<file path="config.mk">
export PLATFORM = sky130hd
export DESIGN_NAME = grtp_iter_stage
export DESIGN_NICKNAME = d
export VERILOG_FILES = /design/src/rtl/core/grtp_pkg.sv /design/src/rtl/core/grtp_iter_stage.sv
export SDC_FILE = /design/constraint.sdc
export NUM_CORES = 1
export LEC_CHECK = 0
export BUFFER_PORTS_ARGS = -buffer_cell sky130_fd_sc_hd__buf_2
export CAP_MARGIN = 20
export CORE_AREA = 3 3 269 271
export DETAILED_ROUTE_END_ITERATION = 10
export DIE_AREA = 0 0 272 274
export PLACE_DENSITY_LB_ADDON = 0.2
export REMOVE_ABC_BUFFERS = 1
export SLEW_MARGIN = 20
export SYNTH_ARGS = -nofsm -noshare
export SYNTH_HDL_FRONTEND = slang
export SYNTH_SLANG_ARGS = --single-unit
</file>
<file path="constraint.sdc">
create_clock -name clk -period 4.4 [get_ports clk]
set_clock_uncertainty 0.1 [all_clocks]
set_input_delay 0.88 -clock clk [delete_from_list [all_inputs] [get_ports clk]]
set_output_delay 0.88 -clock clk [all_outputs]
set_load 0.02 [all_outputs]
</file>
<file path="src/rtl/core/grtp_pkg.sv">
// ----------------------------------------------------------------------------
// grtp_pkg
// types, constants and helpers for the two-point radial gradient shader
// ----------------------------------------------------------------------------
package grtp_pkg;

  localparam int TABLE_SHIFT_DEFAULT = 8;
  localparam int DIV_STEPS  = 33;
  localparam int SQRT_STEPS = 32;
  localparam logic [15:0] POS_MAX = 16'hFFFF;

  typedef enum logic [2:0] {
    CFG_START_RADIUS_SQ = 3'd0,
    CFG_FOUR_A          = 3'd1,
    CFG_INV_TWO_A       = 3'd2,
    CFG_ROOT_SELECT     = 3'd3,
    CFG_TILE_MODE       = 3'd4
  } cfg_reg_t;

  typedef enum logic [1:0] {
    TILE_CLAMP  = 2'd0,
    TILE_REPEAT = 2'd1,
    TILE_MIRROR = 2'd2
  } tile_mode_t;

  // word carried through the divide / square root stages
  typedef struct packed {
    logic        op;
    logic [7:0]  idx;
    logic [31:0] color;
    logic        lin;
    logic        bz;
    logic        c_neg;
    logic        c_pos;
    logic        lin_neg;
    logic        big;
    logic [31:0] b;
    logic [31:0] dd;
    logic [32:0] drem;
    logic [32:0] dnum;
    logic [32:0] quo;
    logic [63:0] sv;
    logic [33:0] srem;
    logic [31:0] root;
  } grtp_iter_t;

  function automatic logic [31:0] mag32(input logic [31:0] v);
    return v[31] ? (~v + 32'd1) : v;
  endfunction

  // signed 32-bit value from sign and magnitude, saturated
  function automatic logic [31:0] sat32(input logic neg, input logic [48:0] m);
    if (neg) begin
      return (m > 49'h0_8000_0000) ? 32'h8000_0000 : (~m[31:0] + 32'd1);
    end
    return (m > 49'h0_7FFF_FFFF) ? 32'h7FFF_FFFF : m[31:0];
  endfunction

endpackage

</file>
<file path="src/rtl/core/grtp_iter_stage.sv">
// ----------------------------------------------------------------------------
// grtp_iter_stage
// one restoring divide bit and, when SQRT_EN is set, one square root bit per stage
// ----------------------------------------------------------------------------
module grtp_iter_stage import grtp_pkg::*; #(
  parameter bit SQRT_EN = 1'b1
) (
  input  logic       clk,
  input  logic       rst,
  input  logic       en,
  input  logic       in_vld,
  input  grtp_iter_t in_d,
  output logic       out_vld,
  output grtp_iter_t out_d
);

  logic [32:0] dr2;
  logic        dge;
  logic [35:0] sr2, trial;
  logic        sge;
  grtp_iter_t  nxt;

  always_comb begin
    nxt   = in_d;
    dr2   = {in_d.drem[31:0], in_d.dnum[32]};
    dge   = (dr2 >= {1'b0, in_d.dd});
    nxt.drem = dge ? (dr2 - {1'b0, in_d.dd}) : dr2;
    nxt.dnum = {in_d.dnum[31:0], 1'b0};
    nxt.quo  = {in_d.quo[31:0], dge};
    sr2   = {in_d.srem, in_d.sv[63:62]};
    trial = {2'b0, in_d.root, 2'b01};
    sge   = (sr2 >= trial);
    if (SQRT_EN) begin
      nxt.srem = sge ? 34'(sr2 - trial) : sr2[33:0];
      nxt.root = {in_d.root[30:0], sge};
      nxt.sv   = {in_d.sv[61:0], 2'b00};
    end
  end

  always_ff @(posedge clk) begin
    if (rst) begin
      out_vld <= 1'b0;
    end else if (en) begin
      out_vld <= in_vld;
    end
  end

  always_ff @(posedge clk) begin
    if (en) begin
      out_d <= nxt;
    end
  end

endmodule

</file>
==> run metrics, run 1 <==
synth warn=0; Sequential Area=10100 um2; ANT nets after route=0; CP Max Fanout=4; global placer's final weighted congestion=0.849; maximum vdd ir drop=244 uV; Final Hold Viols=0; P&R area growth vs syn=39.2%; CTS Buf Count=40; Worst EP arrival=3.80 ns; routed vias/inst=4.20; crit path time final=3.51 ns; Tcrit/Tclk final=79.7%; Setup Slack @ Placement=0.371 ns; hold_buf cts=0; vias in the first global route=11.7k; post-synth top area cell=edfxtp_1; worst slew pin tran=0.974 ns; GR Layer Usage met1=15.7%; Tightest Hold Check Type=primary input to register; H-Tree Depth=2; first-pass GRT wire length=77100 um; Routed WL=54600 um; largest net degree at the start of global routing=104; post-synthesis sequential area ratio=67.3%; global routing's busiest layer=met2; Clock transition at path regs=0.06 ns; top_reg_cell synth=edfxtp_1; DR pass1 iterations=7; initial antenna violation count=23; clock tree sinks=338; Clock Latency Late Sink=0.56 ns; Syn Std Cell Area=15100 um2; Syn Area/Cell=14.2 um2; Root Driver=clkbuf_16; fmax=285 MHz; critical path endpoint=out_d[226]; reg2reg end=out_vld; share of the synthesized area in the top cell type=67.1%; Final Hold Slack=0.370 ns; Worst Slack Setup Final=0.892 ns; top post-synthesis cells by area=edfxtp_1 67%, ha_1 5.5%, inv_1 2.2%; DRC violations left=0; gr usage total=13.8%; Pins Over Slew Limit=0; initial DRC count=639; Starting Density=21.5%; Synth Register Bits=338; Post-CTS Repair Setup Buffers=0; CP Class=primary input to register; core area=70000 um2; Post-CTS Resized=0; Max-cap violations=0; I/O pin total=685; total power=9.00 mW; CTS Buffer Depth=3; port bufs=679; setup TNS=0 ns; post-DP HPWL=44200 um; Die Span X=272 um; ys async rst share=0%; Worst R2R Path Depth=2; Filler cells=7287; post-synthesis cell count=1059; fin nets=2186; CTS tree=built; Critical Path Start=in_d[195]; floorplan row count=97; met3 global-route usage=4.61%; Setup crit start kind=primary input; CP required=4.69 ns; status=finished, final reports clean; P_leak=9.18 nW; layout cells sized above 1=45.2%; mean routed wirelength per cell=19.8 um; flop-to-flop setup slack=3.71 ns; Die ar.=74500 um2; Cell variety after synth=71; unrepaired setup endpoints after global routing=no; Relative slew margins=35.1%; GRT overflow=0; r2r startpoint=out_vld; PwrDens=429 nW/um2; met2 usage=24.3%; die height=274 um; area of the multi-input gates=4410 um2; EDFF count, synth=337; critical path capture point type=register; Final setup viols=0; routed vias=11.6k
==> power by group <==
part | internal [mW] | switching (mW) | total, mW
registers | 3.92 | 0.0753 | 3.99
logic | 0.692 | 1.17 | 1.86
clock network | 1.75 | 1.39 | 3.15
total | 6.36 | 2.64 | 9.00
==> state kept, by name, indices dropped and copies added (netlist names) <==
| signal | count |
|---|---|
| out_d | 337 |
| out_vld | 1 |
==> cell usage in the layout (no fill, tap or decap), types with 14 or more instances in the layout <==
| cell type | count |
|---|---|
| xor2_1 | 14 |
| a21oi_1 | 60 |
| buf_2 | 678 |
| clkbuf_16 | 40 |
| a31oi_1 | 15 |
| and3_1 | 15 |
| xnor2_1 | 36 |
| mux2_2 | 14 |
| nor2_1 | 36 |
| nand2_1 | 61 |
| buf_4 | 21 |
| o21ai_0 | 62 |
| inv_1 | 88 |
| mux2_4 | 18 |
| ha_1 | 66 |
| a21o_1 | 43 |
| edfxtp_1 | 337 |
| nand3_1 | 15 |
==> routing by layer <==
layer	wire [um]	vias to the layer above
met5	152	-
met4	1470	24
li1	-	5435
met2	27300	454
met1	21100	5554
met3	4560	99
==> cell usage after synthesis (6+ instances only) <==
library cell / count
a211oi_1: 9
a21o_1: 43
a21oi_1: 60
a31oi_1: 15
and2_1: 6
and3_1: 15
buf_4: 6
clkbuf_1: 19
edfxtp_1: 337
ha_1: 66
inv_1: 88
mux2_2: 14
mux2_4: 18
nand2_1: 61
nand3_1: 15
nand4_1: 9
nor2_1: 36
nor3_1: 12
o211ai_1: 6
o21a_1: 12
o21ai_0: 62
o21bai_1: 9
o31a_1: 6
o31ai_1: 8
or3_1: 6
xnor2_1: 36
xor2_1: 14
==> layout make-up <==
cell class / instances / share of cell area [%]
flip-flops and latches: 338 / 48.3
multi-input cells: 601 / 21.0
repair buffers: 705 / 17.5
well taps: 940 / 5.61
clock buffers: 45 / 4.86
inverters: 89 / 1.59
clock inverters: 28 / 1.04
diodes: 8 / 0.0954
==> logic make-up (layout without fill, tap and decap cells) <==
kind of cell | Yosys count | in the layout | synth area share (%)
DFF | 338 | 338 | 67.3
muxes | 34 | 34 | 2.97
AOI/OAI and AO/OA | 265 | 265 | 11.8
buffers and inverters | 122 | 867 | 3.54
adders and majority gates | 67 | 67 | 5.61
other | 1 | 11 | 0.0249
and+or+nand+nor | 182 | 182 | 5.82
xor gates and xnor gates | 50 | 50 | 2.91
==> worst min path at each step <==
stage          startpoint  slack [ns]  endpoint  cells past startpoint
2_1_floorplan     out_vld        0.48   out_vld                      2
3_3_place_gp      out_vld        0.38   out_vld                      2
3_5_place_dp      out_vld        0.39   out_vld                      2
4_1_cts               rst        0.31   out_vld                      2
5_1_grt               rst        0.33   out_vld                      2
6_report              rst        0.37   out_vld                      2
==> worst max-delay path, cell delays in order <==
cell	delay, ns
buf_2	0.09
inv_1	0.04
ha_1	0.21
fa_1	0.41
nor2b_1	0.17
o31ai_1	0.10
a211o_1	0.37
and3_1	0.21
or3_1	0.45
a21boi_0	0.44
o311ai_0	0.22
a31oi_1	0.22
==> per-stage QoR <==
stage / instances / area (um2) / util, %
after floorplan: 1028 / 14900 / -
after global placement: 2673 / 19700 / 28.2
after detailed placement: 2673 / 19700 / 28.2
after CTS: 2746 / 21000 / 29.9
after global routing: 2752 / 21000 / 30.0
final: 2754 / 21000 / 30.0
No activity file was read; power rests on OpenSTA's default activity.
==> run 2: changes to the inputs <==
==> constraint.sdc (replaced) <==
create_clock -name clk -period 3.05 [get_ports clk]
set_clock_uncertainty 0.1 [all_clocks]
set_input_delay 0.61 -clock clk [delete_from_list [all_inputs] [get_ports clk]]
set_output_delay 0.61 -clock clk [all_outputs]
set_load 0.02 [all_outputs]
==> run metrics, run 2 (same netlist as run 1, synthesis figures left out) <==
Sw Share=28.5% (was 29.3%); H-Tree Depth=2 (unchanged); post-place instance area=21200 um2 (was 19700 um2); Final Instance Area=22500 um2 (was 21000 um2); Routed WL=56700 um (was 54600 um); Critical Path Most Common Cell=buf_4; port bufs=679 (unchanged); commonest non-fill, non-tap cell in the layout=buf_2 (unchanged); initial antenna violation count=20 (was 23); routed vias=12.2k (was 11.6k); routed vias/inst=4.14 (was 4.20); Switch Pwr=3.81 mW (was 2.64 mW); Pins Over Slew Limit=0 (unchanged); Top Registers=out_d x337, out_vld x1 (unchanged); DRC violations left=0 (unchanged); Buf+Inv Stages, Crit Path=5 (was 2); setup TNS=0 ns (unchanged); layout cells sized above 1=50.8% (was 45.2%); PwrDens=593 nW/um2 (was 429 nW/um2); Clock transition at path regs=0.06 ns (about the same); mean routed wirelength per cell=19.3 um (was 19.8 um); I/O pin total=685 (unchanged); GRT overflow=0 (unchanged); initial DRC count=627 (was 639); Starting Density=21.5% (unchanged); largest net degree at the start of global routing=61 (was 104); P_leak=10.1 nW (was 9.18 nW); Die ar.=74500 um2 (unchanged); Tightest Hold Check Type=primary input to register (unchanged); DR pass1 iterations=5 (was 7); Reg power frac=43.2% (was 44.4%); Clock power frac=34.1% (was 35.0%); Setup crit start kind=primary input (unchanged); global placer's final weighted congestion=0.817 (was 0.849); die height=274 um (unchanged); Root Driver=clkbuf_16 (unchanged); Tcrit/Tclk final=97.9%; Post-CTS Repair Setup Buffers=0 (unchanged); worst slew pin tran=0.671 ns (was 0.974 ns); core area=70000 um2 (unchanged); most frequent cells in the layout=678 x buf_2, 337 x edfxtp_1, 205 x buf_4 (was 678 x buf_2, 337 x edfxtp_1, 88 x inv_1); fmax=335 MHz; Critical Path Slowest Stage Cell=a2111oi_2 (was or3_1); CP top delay family=compound AO/OA/AOI/OAI gates (unchanged); CP Class=primary input to register (unchanged); Final Hold Slack=0.116 ns (was 0.370 ns); CP Max Fanout=8 (was 4); CTS Buf Count=40 (unchanged); Die Span X=272 um (unchanged); total power=13.4 mW (was 9.00 mW); Final Util=32.2% (was 30.0%); Filler cells=7142 (was 7287); Final Hold Viols=0 (unchanged); Slowest Stage Delay on Critical Path=0.43 ns (was 0.45 ns); largest register by flop count=out_d (unchanged); Internal Power=9.55 mW (was 6.36 mW); P&R area growth vs syn=49.5% (was 39.2%); CTS tree=built (unchanged); crit-path cells=buf_2 -> inv_1 -> ha_1 -> nand2_1 -> o21ai_0 -> o31ai_1 -> a2111oi_2 -> buf_4 -> o211ai_1 -> a21o_1 -> buf_4 -> buf_4 -> a22o_1 (was buf_2 -> inv_1 -> ha_1 -> fa_1 -> nor2b_1 -> o31ai_1 -> a211o_1 -> and3_1 -> or3_1 -> a21boi_0 -> o311ai_0 -> a31oi_1); Relative slew margins=55.2% (was 35.1%); post-DP HPWL=46500 um (was 44200 um); clock tree sinks=338 (unchanged); max FFs per register=337 (unchanged); combinational fraction of design power=22.7% (was 20.7%); floorplan row count=97 (unchanged); first-pass GRT wire length=80700 um (was 77100 um); Clock Latency Late Sink=0.54 ns (was 0.56 ns); status=finished, final reports clean (unchanged); vias in the first global route=12.7k (was 11.7k); critical path capture point type=register (unchanged); maximum vdd ir drop=393 uV (was 244 uV); Max-cap violations=0 (unchanged); fin nets=2375 (was 2186); gr usage total=14.3% (was 13.8%); CTS Buffer Depth=3 (unchanged); crit path time final=2.99 ns; CP required=3.25 ns (was 4.69 ns); Final setup viols=0 (unchanged); ANT nets after route=0 (unchanged); Worst EP arrival=3.19 ns (was 3.80 ns); hold_buf cts=0 (unchanged)
## run 2: cell count changes in the layout (fill, tap and decap cells not counted), sizes merged
cell | previous run | this run
clkinv | 20 | 13
buf | 705 | 894
bufinv | 1 | 2
clkinvlp | 5 | 3
clkbuf | 45 | 48
## run 2: layout make-up
class / count / area, um2 / area share, %
Tap cell: 940 / 1180 / 5.22
Sequential cell: 338 / 10100 / 45.0
Timing Repair Buffer: 894 / 5150 / 22.9
Inverter: 89 / 334 / 1.48
Clock buffer: 48 / 1050 / 4.67
Antenna cell: 8 / 20.0 / 0.0889
Clock inverter: 20 / 185 / 0.822
Multi-Input combinational cell: 601 / 4470 / 19.9
## run 2: stage by stage
step / std cells / setup WS, ns
2_1_floorplan: 1028 / -1.06
3_3_place_gp: 2862 / -0.666
3_5_place_dp: 2862 / -0.687
4_1_cts: 2930 / 0.000210
5_1_grt: 2933 / -0.0629
6_report: 2938 / 0.0630
## run 2: repair_timing
action,in CTS,in global routing
gates resized for setup,2,14
endpoints found under the setup margin,29,44
pin swaps,0,1
## run 2: power groups by stage
stage          Sequential [mW]  Combinational [mW]  Clock (mW)
3_3_place_gp              5.86                3.03           0
3_5_place_dp              5.86                3.04           0
2_1_floorplan             6.45               0.922           0
5_1_grt                   5.81                3.26        4.92
6_report                  5.77                3.03        4.56
4_1_cts                   5.78                3.06        4.75
## run 2: path summary, 6_finish.rpt
kind / from / end / slack, ns / depth (start not counted)
worst max-delay path: in_d[241] / out_d[222] / 0.06 / 13
worst min-delay path: rst / out_vld / 0.12 / 2
worst max register to register: out_vld / out_vld / 2.37 / 2
worst min register to register: out_vld / out_vld / 0.40 / 2
## run 2: layer usage
metal / share of wire, % / track usage [%] / up-vias
met2: 51 / 26.0 / 409
met4: 2.3 / 4.25 / 20
met1: 39 / 16.3 / 5842
met5: 0.25 / 0 / -
met3: 7.4 / 4.21 / 83
li1: - / - / 5815
